## src/dcss_pkg.sv

```systemverilog
// ----------------------------------------------------------------------------
// dcss_pkg: shared types and constants
// Register map codes, field widths and the control structs passed between
// the configuration block, the front end and the back end.
// ----------------------------------------------------------------------------
package dcss_pkg;

	localparam int CFG_AW    = 4;
	localparam int CFG_DW    = 32;
	localparam int SAMPLE_W  = 16;
	localparam int LEVEL_W   = 17;
	localparam int BIN_W     = 6;
	localparam int DECIM_W   = 5;
	localparam int TRIG_W    = 16;

	// register indexes (byte address / 4)
	localparam logic [1:0] REG_ENABLE  = 2'd0;
	localparam logic [1:0] REG_DECIM   = 2'd1;
	localparam logic [1:0] REG_TRIGGER = 2'd2;

	localparam logic [DECIM_W-1:0] DECIM_RST = 5'd3;
	localparam logic [TRIG_W-1:0]  TRIG_RST  = 16'd533;

	typedef struct packed {
		logic               en;
		logic [DECIM_W-1:0] decim;
		logic [TRIG_W-1:0]  trig;
	} cfg_t;

	// back end -> front end ring access control
	typedef struct packed {
		logic rd_en;
		logic done;
	} ring_ctl_t;

endpackage

```

## src/dcss_front.sv

```systemverilog
// ----------------------------------------------------------------------------
// dcss_front: sample intake
// Decimates incoming sample pairs, writes them into the two sliding rings and
// raises a snapshot request after the programmed number of kept samples.
// ----------------------------------------------------------------------------
module dcss_front import dcss_pkg::*; #(
	parameter int FFT_LEN = 128
) (
	input  logic                        clk,
	input  logic                        arst_n,
	input  cfg_t                        cfg,
	input  logic                        push,
	output logic                        full,
	input  logic signed [SAMPLE_W-1:0]  pre_sample,
	input  logic signed [SAMPLE_W-1:0]  post_sample,
	output logic                        snap_req,
	output logic [$clog2(FFT_LEN)-1:0]  snap_start,
	input  ring_ctl_t                   ring_ctl,
	input  logic [$clog2(FFT_LEN)-1:0]  rd_addr,
	output logic signed [SAMPLE_W-1:0]  rd_pre,
	output logic signed [SAMPLE_W-1:0]  rd_post
);

	localparam int AW = $clog2(FFT_LEN);

	logic [3:0]            dec_cnt_q;
	logic [AW-1:0]         pos_q;
	logic [TRIG_W-1:0]     snap_cnt_q;
	logic                  pending_q;
	logic [FFT_LEN-1:0]    vld_q;
	logic                  rd_vld_q;
	logic [2*SAMPLE_W-1:0] ring_mem [FFT_LEN];
	logic [2*SAMPLE_W-1:0] rd_data_q;

	logic                  accept;
	logic [DECIM_W-1:0]    dec_f;
	logic [DECIM_W-1:0]    dec_inc;
	logic                  keep;
	logic [TRIG_W-1:0]     lim;
	logic [TRIG_W:0]       snap_inc;
	logic                  fire;

	assign accept   = push && !pending_q;
	assign full     = pending_q;
	assign dec_f    = (cfg.decim == '0) ? DECIM_W'(1) :
		(cfg.decim > DECIM_W'(16)) ? DECIM_W'(16) : cfg.decim;
	assign dec_inc  = {1'b0, dec_cnt_q} + DECIM_W'(1);
	assign keep     = dec_inc >= dec_f;
	assign lim      = (cfg.trig == '0) ? TRIG_W'(1) : cfg.trig;
	assign snap_inc = {1'b0, snap_cnt_q} + (TRIG_W+1)'(1);
	assign fire     = snap_inc >= {1'b0, lim};

	assign snap_req   = pending_q;
	assign snap_start = pos_q;

	always_ff @(posedge clk or negedge arst_n) begin
		if (!arst_n) begin
			dec_cnt_q  <= '0;
			pos_q      <= '0;
			snap_cnt_q <= '0;
			pending_q  <= 1'b0;
			vld_q      <= '0;
			rd_vld_q   <= 1'b0;
		end else begin
			if (accept) begin
				if (!cfg.en) begin
					vld_q      <= '0;
					snap_cnt_q <= '0;
				end else if (!keep) begin
					dec_cnt_q <= dec_inc[3:0];
				end else begin
					dec_cnt_q    <= '0;
					vld_q[pos_q] <= 1'b1;
					pos_q        <= pos_q + AW'(1);
					if (fire) begin
						snap_cnt_q <= '0;
						pending_q  <= 1'b1;
					end else begin
						snap_cnt_q <= snap_inc[TRIG_W-1:0];
					end
				end
			end
			if (ring_ctl.done) begin
				pending_q <= 1'b0;
			end
			if (ring_ctl.rd_en) begin
				rd_vld_q <= vld_q[rd_addr];
			end
		end
	end

	always_ff @(posedge clk) begin
		if (accept && cfg.en && keep) begin
			ring_mem[pos_q] <= {pre_sample, post_sample};
		end
		if (ring_ctl.rd_en) begin
			rd_data_q <= ring_mem[rd_addr];
		end
	end

	// entries never written since the last clear read as zero
	assign rd_pre  = rd_vld_q ? rd_data_q[2*SAMPLE_W-1:SAMPLE_W] : '0;
	assign rd_post = rd_vld_q ? rd_data_q[SAMPLE_W-1:0] : '0;

endmodule

```

## config.mk

```make
export PLATFORM = sky130hd
export DESIGN_NAME = dcss_front
export DESIGN_NICKNAME = d
export VERILOG_FILES = /design/src/dcss_pkg.sv /design/src/dcss_front.sv
export SDC_FILE = /design/constraint.sdc
export NUM_CORES = 2
export LEC_CHECK = 0
export BUFFER_PORTS_ARGS = -buffer_cell sky130_fd_sc_hd__buf_2
export CAP_MARGIN = 20
export CORE_UTILIZATION = 47
export DETAILED_ROUTE_END_ITERATION = 6
export PLACE_DENSITY = 0.68
export SKIP_LAST_GASP = 1
export SYNTH_ARGS = -nofsm -noshare
export SYNTH_HDL_FRONTEND = slang
export SYNTH_SLANG_ARGS = --single-unit
```

## constraint.sdc

```tcl
create_clock -name clk -period 7.1 [get_ports clk]
set_input_delay 0 -clock clk [delete_from_list [all_inputs] [get_ports clk]]
set_output_delay 0 -clock clk [all_outputs]
set_load 0.05 [all_outputs]
```

# Word-level counts from Yosys, hierarchy flattened
# Memories as Yosys holds them, arrays and structs flattened. A register that Yosys moved wholly into a read port is not among the register bits.
# Index checks and enable logic that the tools add are counted.
# Widths: inputs -> output; s select.
# totals
register_bits	157
ram_bits	4096
in_bits	66
word_cells	55
n_memories	1
# mem_list
name	depth	width	read_ports	rd_ports_with_merged_regs	wr	line_no	rtl
ring_mem	128	32	1	1	1	dcss_front.sv:32	logic [2*SAMPLE_W-1:0] ring_mem [FFT_LEN];
# classes
add_sub_neg	3
n_lt_le_gt_ge	6
eq_ne	1
muxes	22
n_bitwise	1
reduce_logical	15
# op_table
op	n
$mux 128	2
$or 128x128->128	1
$mux 16	6
$add 16x1->17 const B	1
$ge 17x16->1	1
$logic_not 16->1	1
$lt 7x8->1 const B	2
$mux 5	2
$mux 1	9
$reduce_bool 2->1	4
$add 7x1->7 const B	1
$bmux 1 s7	1
$demux 1 s7	1
$ge 7x1->1 const B	1
$add 4x1->5 const B	1
$ge 5x5->1	1
$gt 5x5->1 const B	1
$logic_not 5->1	1
$logic_and 1x1->1	4
$mux 4	1
$reduce_and 2->1	2
$reduce_and 4->1	1
$reduce_and 3->1	1
$ne 2x2->1 const B	1
$logic_not 1->1	1

# Longest topological paths before layout
# depth
word_depth	8
depth_mapped	16

# Least setup slack after synthesis
# No wires, ideal clock.
# synth_path
kind	reg-to-reg
start	register dec_cnt_q[0]
end	memory ring_mem[103][0] (netlist name), enable pin
arrival_time_ns	4.072
setup_slack_ns	2.565
path_stages_with_launch	9
n_path_buf	2
cell_sequence	dfrtp_1 -> ha_1 -> ha_1 -> a21o_1 -> a21o_1 -> a41oi_1 -> buf_2 -> buf_2 -> nor3_1
# synth_via
elab_chain_len	5
# synth_rtl
element	line_no	rtl
from (decl)	dcss_front.sv:26	logic [3:0] dec_cnt_q;
from (signal assigned)	dcss_front.sv:70	dec_cnt_q <= dec_inc[3:0];
$add 4x1->5	dcss_front.sv:47	assign dec_inc = {1'b0, dec_cnt_q} + DECIM_W'(1);
$ge 5x5->1	dcss_front.sv:48	assign keep = dec_inc >= dec_f;
$logic_and 1x1->1	dcss_front.sv:93	if (accept && cfg.en && keep) begin
$mux 1	dcss_front.sv:93	
$mux 1 (implied by the code)	dcss_front.sv:94	ring_mem[pos_q] <= {pre_sample, post_sample};
to (decl)	dcss_front.sv:32	
# No other way between the ends.

# Worst setup path after layout
# layout_path
start	register snap_cnt_q[0]
end	register snap_cnt_q[5]
# layout_via
elab_chain_len	5
# layout_rtl
element	line_no	rtl
from (decl)	dcss_front.sv:28	logic [TRIG_W-1:0] snap_cnt_q;
from (signal assigned)	dcss_front.sv:79	snap_cnt_q <= snap_inc[TRIG_W-1:0];
$add 16x1->17 (*)	dcss_front.sv:50	assign snap_inc = {1'b0, snap_cnt_q} + (TRIG_W+1)'(1);
$ge 17x16->1	dcss_front.sv:51	assign fire = snap_inc >= {1'b0, lim};
$mux 16 (*)	dcss_front.sv:75	if (fire) begin
$mux 16 (*)	dcss_front.sv:69	end else if (!keep) begin
$mux 16 (*)	dcss_front.sv:66	if (!cfg.en) begin
# Mark *: on every way between the ends. The rest lies on a longest branch, timed or not. The select of a mux whose other input is x is not followed.
# A chain may end at the register's enable or synchronous reset.

==> impl_metrics.yaml <==
worst_setup_path:
  crit_chain: "ha_1 > nand3_2 > or2_1 > or3_1 > or2_2 > nand2_1 > ha_1 > nand4_1 > nor4_1 > a221oi_1 > dlygate4sd3_1 > o21ai_1 > or3_1 > dlygate4sd3_1 > a211oi_1 > a21o_1"
  crit_fanout: 5
  crit_required_ps: 7980
  path_class: "register to register"
  endpoint_kind: "register"
  startpoint: "snap_cnt_q[0]"
  slowest_delay_ps: 670
  rr_startpoint: "snap_cnt_q[0]"
  crit_slowest_cell: "dlygate4sd3_1"
  startpoint_type: "register"
  cp_data_arrival_time_ps: 5600
  rrSetupSlack_ps: 2380
logic_synthesis:
  synthCells: 7076
  synth_seq_area_share_pct: 77.7
  syn_avg_cell_area_um2: 23.3
  ys_types: 48
  synthFlopType: "edfxtp_1"
  yosys_warnings: 0
  synth_commonest_cells: "4,128 x edfxtp_1, 1,156 x mux4_2, 359 x mux2i_1"
  synth-seq-cells: 4285
  synthDominantCellAreaShare_pct: 75.3
  synth-async-reset-ratio_pct: 3.66
  synth_top_cell_by_area: "edfxtp_1"
  ys_top_cells_by_area: "edfxtp_1 75%, mux4_2 16%, dfrtp_1 2.4%"
  synthMostInstantiatedCell: "edfxtp_1"
  synthesis.area_mm2: 0.165
  syn-num-nets: 7166
  synth-edff-count: 4128
finish:
  syn_to_final_growth_pct: 13.6
  fin_area_mm2: 0.187
  nNetsFinal: 7695
  fill_cells: 25416
  final_layout_size_suffix_gt1_share_pct: 29.6
floorplan:
  die_h_um: 594
  core_area_mm2: 0.347
  rows: 216
  die_x_um: 594
  initial_core_util_pct: 47.4
  boundaryPins: 107
  die_area_mm2: 0.353
pwr:
  powerDensity_mw_per_mm2: 285
  ir_drop_mv: 0.230
  total_power_w: 0.0534
  p_leak_nw: 59.8
clocking:
  clk_pin_slew_ps: 60
  ctsResizeCount: 0
  cts_htree_levels: 5
  cts.sinks: 4285
  clockRootBuffer: "clkbuf_16"
  clock_latency_ps: 990
  cts_made_buffers: 419
  cts_tree: "done"
  clockBufferDepth: 4
sta:
  fin_crit_ps: 4720
  slew_violations: 0
  grt_setup_unrepaired: "false"
  max_slew_margin_pct: 17.6
  max_freq_ghz: 0.212
  hold_viol: 0
  tightest_slew_ps: 1240
  fin_skew_ps: 81.2
  tns_ps: 0
  finalSetupViolCount: 0
  fin_crit_sh_pct: 66.5
routing:
  post-route-drc-count: 0
  vias_per_cell: 6.44
  wl_um: 447000
  vias: 80869
  first_pass_iters: 6
  wl_per_cell_um: 35.6
  drtAntennaViolNets: 0
  drt-initial-drc-count: 12525
global_route:
  grt_max_degree: 101
  grt-ovfl-total: 0
  grt_pass1_wl_um: 620000
  grt_pass1_vias: 77960
  grt_use_total_pct: 25.0
  antenna_found_initial: 25
outcome:
  run_status: "completed"
run:
  drv_cap: 0
place:
  io_buffer_count: 106
  placed_area_mm2: 0.173
  hpwlAfterDp_um: 272000
  place.gp.congestion: 0.899
min_path:
  hold_path_class: "input pin to register"
  min-delay-start: "post_sample[4]"
-- what timing repair did --
item | 4_1_cts | 5_1_grt
hold endpoints to repair | 2248 | 0
hold buffers | 56 | 0
setup buffers | 0 | 0
-- path summary, 6_finish.rpt --
check / cells after the start / end
worst min-delay path: 2 / ring_mem[9][4]
min in group asynchronous: 4 / vld_q[66]
worst max register to register: 16 / snap_cnt_q[5]
max in group asynchronous: 4 / vld_q[125]
worst min register to register: 1 / vld_q[35]
worst max-delay path: 16 / snap_cnt_q[5]
-- layer usage --
layer  up-vias  part of all wire, %  track usage [%]
met2      5271                   46             37.5
met1     43574                   39             36.9
met4         8                  4.3             9.15
li1      31328                    -                -
met3       688                   11             4.83
met5         -                0.013                0
-- layout make-up --
class | count | area, um2 | share of cell area, %
clock buffer | 553 | 11400 | 6.08
tap | 4578 | 5730 | 3.06
timing repair buffer | 505 | 4210 | 2.25
inverter | 23 | 86.3 | 0.0462
antenna | 25 | 62.6 | 0.0334
multi-input combinational | 2371 | 35600 | 19.0
sequential | 4285 | 128000 | 68.4
clock inverter | 219 | 2150 | 1.15
-- layout by cell type, fill, tap and decap left out, drive strengths merged, types with 24 or more instances in the layout --
| cell | n |
|---|---|
| edfxtp | 4128 |
| mux4 | 1156 |
| clkbuf | 553 |
| buf | 450 |
| mux2i | 359 |
| clkinv | 166 |
| dfrtp | 157 |
| nor2 | 151 |
| nor3 | 132 |
| o22ai | 131 |
| o211ai | 65 |
| o21a | 63 |
| dlygate4sd3 | 55 |
| nand2 | 50 |
| nor4 | 36 |
| and2 | 35 |
| bufinv | 34 |
| inv | 34 |
| a22oi | 32 |
| diode | 25 |
| ha | 24 |
-- cells by family after synthesis --
logic type / share of synthesized area (%)
flip-flops: 77.7
multiplexers: 18.0
AND/OR/NAND/NOR: 1.37
buffers and inverters: 1.19
AO/OA/AOI/OAI: 1.46
adder cells (fa/ha/maj): 0.182
XOR/XNOR: 0.0851
-- where the power goes --
group	leakage, nW	internal, W	switching, W
Combinational	13.9	0.00105	0.00245
Clock	6.60	0.0125	0.00945
Sequential	39.3	0.0278	0.000106
Total	59.8	0.0414	0.0120
-- per-stage QoR --
| stage | setup slack (ps) | hold slack [ps] | std cells | util (%) |
|---|---|---|---|---|
| after CTS | 2450 | 18.3 | 12529 | 53.8 |
| after global routing | 2090 | 62.4 | 12549 | 53.9 |
| after floorplan | 2560 | -296 | 7076 | - |
| final | 2380 | 80.3 | 12559 | 53.9 |
| after global placement | 2200 | 55.6 | 11688 | 49.7 |
| after detailed placement | 2710 | 60.8 | 11701 | 49.8 |
-- worst max-delay path: cells and delay by family, from the launching register on --
| family | cells | cell delay (ps) |
|---|---|---|
| AND/OR/NAND/NOR | 8 | 1860 |
| buffers and inverters | 2 | 1260 |
| AO/OA/AOI/OAI | 4 | 640 |
| adder cells (fa/ha/maj) | 2 | 470 |
| flip-flops | 1 | 420 |
-- sequential cells by signal, summed over array words and instances (netlist names) --
register and count:
full 1, snap_cnt_q 16, ring_mem 4096, snap_start 7, rd_data_q 32, dec_cnt_q 4, rd_vld_q 1, vld_q 128
No activity file was read; power rests on OpenSTA's default activity.
